**src/rtl/pcs_pkg.sv**
```systemverilog
// Shared constants, tables and types of the piecewise-linear contrast stretch core.
`timescale 1ns / 1ps
`default_nettype none

package pcs_pkg;

   localparam int SampleBits   = 16;
   localparam int ReqDataBits  = ((SampleBits + 7) / 8) * 8;
   localparam int WideBits     = 33;
   localparam int RangeBits    = 15;
   localparam int GainBits     = 24;
   localparam int NumBits      = GainBits + RangeBits;
   localparam int FracBits     = 16;
   localparam int LevelBits    = 25;
   localparam int DivSteps     = LevelBits;
   localparam int PixelBits    = 8;
   localparam int Segments     = 5;
   localparam int SegBits      = 3;
   localparam int SlopeBits    = 7;
   localparam int DxBits       = 7;
   localparam int ProdBits     = LevelBits + SlopeBits;
   localparam int TermBits     = 13;
   localparam int TermXBits    = TermBits + 1;
   localparam int RecipBits    = 16;
   localparam int RecipShift   = 20;
   localparam int RprodBits    = TermBits + RecipBits;
   localparam int QuotBits     = RprodBits - RecipShift;
   localparam int ResBits      = QuotBits + 1;
   localparam int CurveStages  = 5;
   localparam int BufDepth     = 2;
   localparam int BufCountBits = 2;
   localparam int RegIndexBits = 1;

   localparam logic [WideBits-1:0]  NodataLimit    = WideBits'(32760);
   localparam logic [GainBits-1:0]  Gain           = GainBits'(16711673);
   localparam logic [LevelBits-1:0] LevelOne       = LevelBits'(65536);
   localparam logic [LevelBits-1:0] LevelMax       = '1;
   localparam logic [RangeBits-1:0] RangeLowReset  = RangeBits'(0);
   localparam logic [RangeBits-1:0] RangeHighReset = RangeBits'(32759);
   localparam logic [PixelBits-1:0] PixelMax       = '1;

   typedef enum logic [RegIndexBits-1:0] {
      REG_RANGE_LOW  = 1'b0,
      REG_RANGE_HIGH = 1'b1
   } reg_index_type;

   typedef struct packed {
      logic                 nodata;
      logic                 neg;
      logic                 dzero;
      logic                 ovf;
      logic [RangeBits-1:0] dmag;
   } side_type;

   typedef struct packed {
      side_type             side;
      logic [RangeBits-1:0] rem;
      logic [LevelBits-1:0] work;
   } div_stage_type;

   function automatic logic [PixelBits-1:0] knot_x(input logic [SegBits-1:0] idx);
      logic [PixelBits-1:0] r;
      case (idx)
         3'd0:    r = 8'd0;
         3'd1:    r = 8'd30;
         3'd2:    r = 8'd60;
         3'd3:    r = 8'd120;
         3'd4:    r = 8'd190;
         3'd5:    r = 8'd255;
         default: r = 8'd255;
      endcase
      return r;
   endfunction

   function automatic logic [PixelBits-1:0] knot_y(input logic [SegBits-1:0] idx);
      logic [PixelBits-1:0] r;
      case (idx)
         3'd0:    r = 8'd0;
         3'd1:    r = 8'd110;
         3'd2:    r = 8'd160;
         3'd3:    r = 8'd210;
         3'd4:    r = 8'd240;
         3'd5:    r = 8'd255;
         default: r = 8'd255;
      endcase
      return r;
   endfunction

   function automatic logic [LevelBits-1:0] knot_level(input logic [SegBits-1:0] idx);
      return LevelBits'({knot_x(idx), {FracBits{1'b0}}});
   endfunction

   function automatic logic [DxBits-1:0] seg_dx(input logic [SegBits-1:0] seg);
      return DxBits'(knot_x(seg + 3'd1) - knot_x(seg));
   endfunction

   function automatic logic [SlopeBits-1:0] seg_dy(input logic [SegBits-1:0] seg);
      return SlopeBits'(knot_y(seg + 3'd1) - knot_y(seg));
   endfunction

   // floor(2^20 / dx) for each segment
   function automatic logic [RecipBits-1:0] seg_recip(input logic [SegBits-1:0] seg);
      logic [RecipBits-1:0] r;
      case (seg)
         3'd0:    r = 16'd34952;
         3'd1:    r = 16'd34952;
         3'd2:    r = 16'd17476;
         3'd3:    r = 16'd14979;
         3'd4:    r = 16'd16131;
         default: r = 16'd16131;
      endcase
      return r;
   endfunction

endpackage

`default_nettype wire

```
**src/rtl/pcs_front.sv**
```systemverilog
// Range registers, sample offset and span, gain multiply and overflow check.
`timescale 1ns / 1ps
`default_nettype none

module pcs_front (
   input  logic                                clock,
   input  logic                                reset,
   input  logic                                adv,
   input  logic                                in_valid,
   input  logic [pcs_pkg::SampleBits-1:0]      sample,
   input  logic                                csr_we,
   input  logic [pcs_pkg::RegIndexBits-1:0]    csr_addr,
   input  logic [pcs_pkg::RangeBits-1:0]       csr_wdata,
   output logic                                out_valid,
   output pcs_pkg::div_stage_type              out_data
);
   import pcs_pkg::*;

   logic [RangeBits-1:0] range_low_ff;
   logic [RangeBits-1:0] range_high_ff;

   logic [WideBits-1:0]  wide_sample;
   logic [RangeBits:0]   diff;
   logic [RangeBits:0]   span;
   side_type             s1_side_in;
   logic [RangeBits-1:0] s1_xmag_in;
   logic                 s1_valid_ff;
   side_type             s1_side_ff;
   logic [RangeBits-1:0] s1_xmag_ff;

   logic [NumBits-1:0]   s2_num_in;
   logic                 s2_valid_ff;
   side_type             s2_side_ff;
   logic [NumBits-1:0]   s2_num_ff;

   div_stage_type        s3_in;
   logic                 s3_valid_ff;
   div_stage_type        s3_ff;

   always_ff @(posedge clock) begin
      if (reset) begin
         range_low_ff  <= RangeLowReset;
         range_high_ff <= RangeHighReset;
      end else if (csr_we) begin
         case (csr_addr)
            REG_RANGE_LOW:  range_low_ff  <= csr_wdata;
            REG_RANGE_HIGH: range_high_ff <= csr_wdata;
            default: ;
         endcase
      end
   end

   // valid samples fit in the range width, so the low bits are exact
   always_comb begin
      wide_sample       = WideBits'(sample);
      diff              = {1'b0, wide_sample[RangeBits-1:0]} - {1'b0, range_low_ff};
      span              = {1'b0, range_high_ff} - {1'b0, range_low_ff};
      s1_side_in.nodata = wide_sample > NodataLimit;
      s1_side_in.neg    = diff[RangeBits] ^ span[RangeBits];
      s1_side_in.dzero  = span == '0;
      s1_side_in.ovf    = 1'b0;
      s1_side_in.dmag   = span[RangeBits] ? RangeBits'(-span) : span[RangeBits-1:0];
      s1_xmag_in        = diff[RangeBits] ? RangeBits'(-diff) : diff[RangeBits-1:0];
   end

   assign s2_num_in = NumBits'(Gain) * NumBits'(s1_xmag_ff);

   // quotient of 2^25 or more saturates the level either way
   always_comb begin
      s3_in          = '0;
      s3_in.side     = s2_side_ff;
      s3_in.side.ovf = {1'b0, s2_num_ff[NumBits-1:LevelBits]} >= s2_side_ff.dmag;
      s3_in.rem      = RangeBits'(s2_num_ff[NumBits-1:LevelBits]);
      s3_in.work     = s2_num_ff[LevelBits-1:0];
   end

   always_ff @(posedge clock) begin
      if (reset) begin
         s1_valid_ff <= 1'b0;
         s2_valid_ff <= 1'b0;
         s3_valid_ff <= 1'b0;
      end else if (adv) begin
         s1_valid_ff <= in_valid;
         s2_valid_ff <= s1_valid_ff;
         s3_valid_ff <= s2_valid_ff;
      end
   end

   always_ff @(posedge clock) begin
      if (adv) begin
         s1_side_ff <= s1_side_in;
         s1_xmag_ff <= s1_xmag_in;
         s2_side_ff <= s1_side_ff;
         s2_num_ff  <= s2_num_in;
         s3_ff      <= s3_in;
      end
   end

   assign out_valid = s3_valid_ff;
   assign out_data  = s3_ff;

endmodule

`default_nettype wire

```
**src/rtl/pcs_div.sv**
```systemverilog
// Pipelined restoring divider, one quotient bit per stage.
`timescale 1ns / 1ps
`default_nettype none

module pcs_div (
   input  logic                   clock,
   input  logic                   reset,
   input  logic                   adv,
   input  logic                   in_valid,
   input  pcs_pkg::div_stage_type in_data,
   output logic                   out_valid,
   output pcs_pkg::div_stage_type out_data
);
   import pcs_pkg::*;

   logic          valid_ff [DivSteps];
   div_stage_type stage_ff [DivSteps];

   for (genvar k = 0; k < DivSteps; k++) begin : g_step
      div_stage_type      src;
      logic               src_valid;
      logic [RangeBits:0] trial;
      logic               fits;
      div_stage_type      stage_in;

      if (k == 0) begin : g_first
         assign src       = in_data;
         assign src_valid = in_valid;
      end else begin : g_next
         assign src       = stage_ff[k-1];
         assign src_valid = valid_ff[k-1];
      end

      always_comb begin
         trial          = {src.rem, src.work[LevelBits-1]};
         fits           = trial >= {1'b0, src.side.dmag};
         stage_in       = src;
         stage_in.work  = {src.work[LevelBits-2:0], fits};
         stage_in.rem   = fits ? RangeBits'(trial - {1'b0, src.side.dmag})
                               : trial[RangeBits-1:0];
      end

      always_ff @(posedge clock) begin
         if (reset) begin
            valid_ff[k] <= 1'b0;
         end else if (adv) begin
            valid_ff[k] <= src_valid;
         end
      end

      always_ff @(posedge clock) begin
         if (adv) begin
            stage_ff[k] <= stage_in;
         end
      end
   end

   assign out_valid = valid_ff[DivSteps-1];
   assign out_data  = stage_ff[DivSteps-1];

endmodule

`default_nettype wire

```
**src/rtl/pcs_curve.sv**
```systemverilog
// Level saturation and the five-segment tone curve.
`timescale 1ns / 1ps
`default_nettype none

module pcs_curve (
   input  logic                           clock,
   input  logic                           reset,
   input  logic                           adv,
   input  logic                           in_valid,
   input  pcs_pkg::div_stage_type         in_data,
   output logic                           out_valid,
   output logic [pcs_pkg::PixelBits-1:0]  out_pixel
);
   import pcs_pkg::*;

   logic [CurveStages-1:0] valid_ff;
   logic [CurveStages-1:0] nodata_ff;

   logic [LevelBits:0]     sum;
   logic [LevelBits-1:0]   level_in;
   logic [LevelBits-1:0]   level_ff;

   logic [SegBits-1:0]     seg_in;
   logic [LevelBits-1:0]   off_in;
   logic [SegBits-1:0]     c2_seg_ff;
   logic [LevelBits-1:0]   off_ff;

   logic [ProdBits-1:0]    prod;
   logic [SegBits-1:0]     c3_seg_ff;
   logic [TermBits-1:0]    c3_term_ff;

   logic [RprodBits-1:0]   rprod;
   logic [SegBits-1:0]     c4_seg_ff;
   logic [TermBits-1:0]    c4_term_ff;
   logic [QuotBits-1:0]    quot_ff;

   logic [TermXBits-1:0]   back;
   logic [TermXBits-1:0]   rest;
   logic [ResBits-1:0]     quot_fix;
   logic [ResBits-1:0]     res;
   logic [PixelBits-1:0]   pixel_in;
   logic [PixelBits-1:0]   pixel_ff;

   always_comb begin
      sum = {1'b0, LevelOne} + {1'b0, in_data.work};
      if (in_data.side.dzero) begin
         level_in = LevelOne;
      end else if (in_data.side.ovf) begin
         level_in = in_data.side.neg ? '0 : LevelMax;
      end else if (in_data.side.neg) begin
         level_in = (in_data.work > LevelOne) ? '0 : LevelOne - in_data.work;
      end else begin
         level_in = (sum > {1'b0, LevelMax}) ? LevelMax : sum[LevelBits-1:0];
      end
   end

   // first segment whose upper knot is not below the level; last one extends
   always_comb begin
      seg_in = SegBits'(Segments - 1);
      for (int i = Segments - 2; i >= 0; i--) begin
         if (level_ff <= knot_level(SegBits'(i + 1))) begin
            seg_in = SegBits'(i);
         end
      end
      off_in = level_ff - knot_level(seg_in);
   end

   assign prod  = ProdBits'(off_ff) * ProdBits'(seg_dy(c2_seg_ff));
   assign rprod = RprodBits'(c3_term_ff) * RprodBits'(seg_recip(c3_seg_ff));

   // reciprocal estimate is low by at most one
   always_comb begin
      back     = TermXBits'(quot_ff) * TermXBits'(seg_dx(c4_seg_ff));
      rest     = {1'b0, c4_term_ff} - back;
      quot_fix = ResBits'(quot_ff) + ResBits'(rest >= TermXBits'(seg_dx(c4_seg_ff)));
      res      = ResBits'(knot_y(c4_seg_ff)) + quot_fix;
      if (nodata_ff[3]) begin
         pixel_in = '0;
      end else if (res > ResBits'(PixelMax)) begin
         pixel_in = PixelMax;
      end else begin
         pixel_in = res[PixelBits-1:0];
      end
   end

   always_ff @(posedge clock) begin
      if (reset) begin
         valid_ff <= '0;
      end else if (adv) begin
         valid_ff <= {valid_ff[CurveStages-2:0], in_valid};
      end
   end

   always_ff @(posedge clock) begin
      if (adv) begin
         nodata_ff  <= {nodata_ff[CurveStages-2:0], in_data.side.nodata};
         level_ff   <= level_in;
         c2_seg_ff  <= seg_in;
         off_ff     <= off_in;
         c3_seg_ff  <= c2_seg_ff;
         c3_term_ff <= prod[FracBits+TermBits-1:FracBits];
         c4_seg_ff  <= c3_seg_ff;
         c4_term_ff <= c3_term_ff;
         quot_ff    <= rprod[RprodBits-1:RecipShift];
         pixel_ff   <= pixel_in;
      end
   end

   assign out_valid = valid_ff[CurveStages-1];
   assign out_pixel = pixel_ff;

endmodule

`default_nettype wire

```
**src/rtl/pcs_out_buf.sv**
```systemverilog
// Two-entry output buffer between the pipeline and the result channel.
`timescale 1ns / 1ps
`default_nettype none

module pcs_out_buf (
   input  logic                           clock,
   input  logic                           reset,
   input  logic                           push,
   input  logic [pcs_pkg::PixelBits-1:0]  push_pixel,
   output logic                           full,
   output logic                           rsp_tvalid,
   input  logic                           rsp_tready,
   output logic [pcs_pkg::PixelBits-1:0]  rsp_pixel
);
   import pcs_pkg::*;

   logic [BufCountBits-1:0] count_ff;
   logic [BufCountBits-1:0] count_in;
   logic [PixelBits-1:0]    head_ff;
   logic [PixelBits-1:0]    head_in;
   logic [PixelBits-1:0]    tail_ff;
   logic [PixelBits-1:0]    tail_in;
   logic                    pop;

   assign pop        = rsp_tvalid && rsp_tready;
   assign full       = count_ff == BufCountBits'(BufDepth);
   assign rsp_tvalid = count_ff != '0;
   assign rsp_pixel  = head_ff;

   always_comb begin
      head_in  = head_ff;
      tail_in  = tail_ff;
      count_in = count_ff;
      case ({push, pop})
         2'b10: begin
            if (count_ff == '0) begin
               head_in = push_pixel;
            end else begin
               tail_in = push_pixel;
            end
            count_in = count_ff + BufCountBits'(1);
         end
         2'b01: begin
            head_in  = tail_ff;
            count_in = count_ff - BufCountBits'(1);
         end
         2'b11: begin
            if (count_ff == BufCountBits'(1)) begin
               head_in = push_pixel;
            end else begin
               head_in = tail_ff;
               tail_in = push_pixel;
            end
         end
         default: ;
      endcase
   end

   always_ff @(posedge clock) begin
      if (reset) begin
         count_ff <= '0;
      end else begin
         count_ff <= count_in;
      end
   end

   always_ff @(posedge clock) begin
      head_ff <= head_in;
      tail_ff <= tail_in;
   end

endmodule

`default_nettype wire

```
**src/rtl/piecewise_linear_contrast_stretch_core.sv**
```systemverilog
// Top level of the piecewise-linear contrast stretch core.
// Takes one raw sample per item and returns one stretched 8-bit pixel per item. Samples above
// 32760 are nodata and give 0; others are normalized against the range_low/range_high registers
// to a Q9.16 level and mapped through a fixed five-segment curve. An item can be taken every
// cycle; results reach the result port through 3 front stages (offset,
// gain multiply, overflow check), 25 divider stages (one quotient bit each) and 5 curve stages,
// plus the output buffer. The whole pipeline stalls only while the two-entry output buffer is
// full. Write range registers only while no items are in flight.
`timescale 1ns / 1ps
`default_nettype none

module piecewise_linear_contrast_stretch_core (
   input  logic                                clock,
   input  logic                                reset,
   input  logic                                req_tvalid,
   output logic                                req_tready,
   input  logic [pcs_pkg::ReqDataBits-1:0]     req_tdata,   // [SampleBits-1:0] sample
   output logic                                rsp_tvalid,
   input  logic                                rsp_tready,
   output logic [pcs_pkg::PixelBits-1:0]       rsp_tdata,   // [7:0] pixel
   input  logic                                csr_we,
   input  logic [pcs_pkg::RegIndexBits-1:0]    csr_addr,
   input  logic [pcs_pkg::RangeBits-1:0]       csr_wdata
);
   import pcs_pkg::*;

   logic          adv;
   logic          buf_full;
   logic          front_valid;
   div_stage_type front_data;
   logic          div_valid;
   div_stage_type div_data;
   logic          curve_valid;
   logic [PixelBits-1:0] curve_pixel;

   assign adv        = !buf_full;
   assign req_tready = adv;

   pcs_front u_front (
      .clock     (clock),
      .reset     (reset),
      .adv       (adv),
      .in_valid  (req_tvalid),
      .sample    (req_tdata[SampleBits-1:0]),
      .csr_we    (csr_we),
      .csr_addr  (csr_addr),
      .csr_wdata (csr_wdata),
      .out_valid (front_valid),
      .out_data  (front_data)
   );

   pcs_div u_div (
      .clock     (clock),
      .reset     (reset),
      .adv       (adv),
      .in_valid  (front_valid),
      .in_data   (front_data),
      .out_valid (div_valid),
      .out_data  (div_data)
   );

   pcs_curve u_curve (
      .clock     (clock),
      .reset     (reset),
      .adv       (adv),
      .in_valid  (div_valid),
      .in_data   (div_data),
      .out_valid (curve_valid),
      .out_pixel (curve_pixel)
   );

   pcs_out_buf u_out_buf (
      .clock      (clock),
      .reset      (reset),
      .push       (curve_valid && adv),
      .push_pixel (curve_pixel),
      .full       (buf_full),
      .rsp_tvalid (rsp_tvalid),
      .rsp_tready (rsp_tready),
      .rsp_pixel  (rsp_tdata)
   );

   a_stall_needs_result: assert property (@(posedge clock) disable iff (reset)
      !req_tready |-> rsp_tvalid)
      else $error("input stalled with no result waiting");

   a_div_remainder: assert property (@(posedge clock) disable iff (reset)
      div_valid && !div_data.side.dzero && !div_data.side.ovf
         |-> div_data.rem < div_data.side.dmag)
      else $error("divider remainder not below divisor");

   a_stall_holds: assert property (@(posedge clock) disable iff (reset)
      !req_tready |=> $stable(div_data) && $stable(div_valid) && $stable(front_data))
      else $error("pipeline moved during stall");

endmodule

`default_nettype wire
```
**config.mk**
```make
export PLATFORM = sky130hd
export DESIGN_NAME = piecewise_linear_contrast_stretch_core
export DESIGN_NICKNAME = d
export VERILOG_FILES = /design/src/rtl/pcs_pkg.sv /design/src/rtl/pcs_front.sv /design/src/rtl/pcs_div.sv /design/src/rtl/pcs_curve.sv /design/src/rtl/pcs_out_buf.sv /design/src/rtl/piecewise_linear_contrast_stretch_core.sv
export SDC_FILE = /design/constraint.sdc
export NUM_CORES = 2
export LEC_CHECK = 0
export ABC_AREA = 1
export BUFFER_PORTS_ARGS = -buffer_cell sky130_fd_sc_hd__buf_2
export CORE_AREA = 2 2 576 578
export DETAILED_ROUTE_END_ITERATION = 8
export DIE_AREA = 0 0 578 580
export PLACE_DENSITY_LB_ADDON = 0.05
export SKIP_LAST_GASP = 1
export SYNTH_ARGS = -nofsm -noshare
export SYNTH_HDL_FRONTEND = slang
export SYNTH_SLANG_ARGS = --single-unit
```
**constraint.sdc**
```tcl
create_clock -name clock -period 44.5 [get_ports clock]
set_clock_uncertainty 0.1 [all_clocks]
set_input_delay 8.9 -clock clock [delete_from_list [all_inputs] [get_ports clock]]
set_output_delay 8.9 -clock clock [all_outputs]
set_load 0.01 [all_outputs]
```
==> run_results.csv <==
group,metric,value,unit
global_routing,grt_pass1_wl,351100,µm
yosys,synth_cells,8645,
worst_hold_path,worstHoldStart,"u_div.stage_ff[2][469]$_DFFE_PN_",
yosys,synth-async-reset-ratio,0,
critical_path,reg2reg_slack,35740,ps
yosys,netlist_area,98390,µm²
clocking,clkSinkCount,1780,
die,die-area,335200,µm²
critical_path,endpoint_kind,"output port",
clocking,clk_path_buf_depth,4,
critical_path,crit_fanout,47,
cells_and_area,syn_to_final_growth,12.73,%
critical_path,critPathCapture,"req_tready",
global_routing,grt_use_total,0.1316,
die,core,329200,µm²
placed_design,dp_hpwl,165300,µm
critical_path,slowest_stage,"dfxtp_1",
timing,finalSetupTns,0,ps
die,die_w,578,µm
yosys,synth_cell_types,67,
route,drt_iter0_drc,3059,
critical_path,start_kind,"register",
die,ioPinCount,47,
yosys,synth_edf_count,1740,
route,drc,0,
yosys,ys.flop_type,"edfxtp_1",
timing,rsz0062_at_grt,"false",
clocking,clk-insertion-delay-late,870,ps
critical_path,startpoint,"u_out_buf.count_ff[0]$_SDFFE_PP0P_",
clocking,ctsResizeCount,0,
critical_path,crit_path_max_incr_delay,380,ps
run_status,status,"finished, final reports clean",
route,first_pass_iters,7,
timing,setup_viol,0,
critical_path,worstReg2RegStart,"u_curve.c4_seg_ff[2]$_DFFE_PN_",
route,antenna_left,0,
clocking,post_cts_buffers,0,
timing,hold_viol_final,0,
critical_path,r2r_cells,35,
clocking,clk_pin_slew,60,ps
timing,period_needed,11290,ps
cells_and_area,n_fill_cell,32661,
clocking,cts_tree,"yes",
die,start_util,0.2989,
timing,slew_headroom,0.1636,
yosys,seq_area_frac_synth,0.5392,
yosys,synth_fp_nets,9850,
critical_path,r2r_end,"u_curve.out_pixel[0]$_SDFFCE_PP0N_",
yosys,synth_area_per_cell,11.38,µm²
route,vias,59574,
global_routing,grt_pass1_vias,62599,
critical_path,critPathRequiredTime,35500,ps
critical_path,criticalPathCategory,"register to output port",
placed_design,gp_congestion,0.8231,
route,wl,220600,µm
global_routing,overflow,0,
clocking,cts-buffers-inserted,218,
route,viasPerCell,4.450,
cells_and_area,drive_above_1_share,0.05878,
route,avgRoutedWirePerCell,16.48,µm
yosys,yosysWarnings,0,
critical_path,path_cells,"inv_1, ha_1, inv_8, buf_2",
timing,worst_pin_slew,1253,ps
timing,holdWs,277.5,ps
placed_design,place_area,103700,µm²
placed_design,portBuffers,46,
clocking,cts_root_buf,"clkbuf_16",
cells_and_area,nNetsFinal,10039,
run,cap_violations,0,
yosys,ys_ff_latch,1780,
worst_hold_path,hp-class,"register to register",
timing,drv_slew,0,
cells_and_area,final_area,110900,µm²
global_routing,grt_max_degree,180,
critical_path,cp_data_arrival_time,2290,ps
timing,fin_crit_sh,0.2537,
die,num_rows,211,
global_routing,antenna_found_initial,5,
clocking,h-tree-depth,4,
die,die_y,580,µm
clocking,hold_buffers,0,
timing,max_freq,0.08859,GHz
[cells by family after synthesis]
| family | Yosys count | synth area share |
|---|---|---|
| AND/OR/NAND/NOR | 2364 | 0.1007 |
| flip-flops | 1780 | 0.5392 |
| adder cells (fa/ha/maj) | 1168 | 0.1826 |
| AO/OA/AOI/OAI | 1354 | 0.07791 |
| other | 1 | 0.00003811 |
| XOR/XNOR | 419 | 0.03783 |
| buffers and inverters | 1559 | 0.06181 |
[how the worst min path moves through the flow]
stage | slack [ps] | endpoint | cells after the start
3_3_place_gp | 300 | u_div.stage_ff[0][418]$_DFFE_PN_ | 0
6_report | 280 | u_div.stage_ff[3][56]$_DFFE_PN_ | 0
2_1_floorplan | 300 | u_curve.nodata_ff[0]$_DFFE_PN_ | 0
4_1_cts | 270 | u_div.stage_ff[2][131]$_DFFE_PN_ | 0
3_5_place_dp | 300 | u_div.stage_ff[0][175]$_DFFE_PN_ | 0
5_1_grt | 280 | u_div.stage_ff[2][131]$_DFFE_PN_ | 0
[state kept, by name (all words and copies together), names as in the netlist, 2 cells and up]
| name | cells |
|---|---|
| u_div.stage_ff | 1445 |
| u_front.out_data | 58 |
| u_front.s2_num_ff | 39 |
| u_curve.level_ff | 25 |
| u_curve.off_ff | 25 |
| u_div.valid_ff | 25 |
| u_front.s1_side_ff | 18 |
| u_front.s2_side_ff | 18 |
| u_front.range_high_ff | 15 |
| u_front.range_low_ff | 15 |
| u_front.s1_xmag_ff | 15 |
| u_curve.c3_term_ff | 13 |
| u_curve.c4_term_ff | 13 |
| u_curve.quot_ff | 9 |
| u_curve.out_pixel | 8 |
| u_out_buf.rsp_pixel | 8 |
| u_out_buf.tail_ff | 8 |
| u_curve.valid_ff | 5 |
| u_curve.nodata_ff | 4 |
| u_curve.c2_seg_ff | 3 |
| u_curve.c3_seg_ff | 3 |
| u_curve.c4_seg_ff | 3 |
| u_out_buf.count_ff | 2 |
[worst max-delay path: cells and delay by family (launching register included)]
family / cells / cell delay, ps
DFF: 1 / 380
buffers and inverters: 3 / 720
adders and majority gates: 1 / 300
[placed cells by master (no fill, tap or decap), types with 48 or more instances in the layout]
cell,instances
a21o_1,51
a21oi_1,492
clkbuf_16,222
clkinv_1,48
edfxtp_1,1740
fa_1,446
ha_1,722
inv_1,1432
nand2_1,1385
nand3_1,245
nand4_1,81
nor2_1,478
nor3_1,53
o21ai_0,464
o21ai_1,90
xnor2_1,189
xor2_1,223
[final cells by class]
cell class,instances,area [µm²],share of cell area
diodes,3,7.507,0.00006768
clock buffers,260,5738,0.05173
clock inverters,143,1428,0.01287
inverters,1445,5431,0.04897
multi-input cells,5306,39270,0.3540
flip-flops and latches,1780,53050,0.4783
well taps,4366,5463,0.04925
repair buffers,83,533.0,0.004805
[Yosys cell counts, types with 20 or more instances]
| cell type | number | share of area |
|---|---|---|
| edfxtp_1 | 1740 | 0.53 |
| inv_1 | 1433 | 0.055 |
| nand2_1 | 1385 | 0.053 |
| ha_1 | 722 | 0.092 |
| a21oi_1 | 492 | 0.025 |
| nor2_1 | 481 | 0.018 |
| o21ai_0 | 464 | 0.024 |
| fa_1 | 446 | 0.091 |
| nand3_1 | 245 | 0.012 |
| xor2_1 | 223 | 0.020 |
| xnor2_1 | 189 | 0.017 |
| o21ai_1 | 90 | 0.0046 |
| nand4_1 | 81 | 0.0052 |
| nor3_1 | 53 | 0.0027 |
| a21o_1 | 51 | 0.0039 |
| clkbuf_1 | 50 | 0.0019 |
| dfxtp_1 | 40 | 0.0081 |
| a31oi_1 | 37 | 0.0024 |
| nand3b_1 | 32 | 0.0024 |
| o31ai_1 | 32 | 0.0024 |
| o21bai_1 | 26 | 0.0020 |
| buf_4 | 24 | 0.0018 |
| or2_2 | 24 | 0.0015 |
| a211oi_1 | 22 | 0.0017 |
| o22ai_1 | 22 | 0.0014 |
| buf_2 | 20 | 0.0010 |
[layer usage]
layer | vias up | GRT usage | share of wire
met5 | - | 0 | 0.00015
met4 | 6 | 0.04020 | 0.030
met3 | 362 | 0.02010 | 0.033
met2 | 749 | 0.2344 | 0.50
met1 | 28660 | 0.1625 | 0.43
li1 | 29797 | - | -
[metrics by stage]
stage          cells    util  setup WS, ps
3_5_place_dp   12980  0.3151         32760
3_3_place_gp   12980  0.3151         32680
2_1_floorplan   8645       -          1992
4_1_cts        13383  0.3369         33030
5_1_grt        13384  0.3369         33020
6_report       13386  0.3369         33210
Power is not shown: default switching activity piles up to over one toggle a cycle in this logic, so the estimate is an artifact.
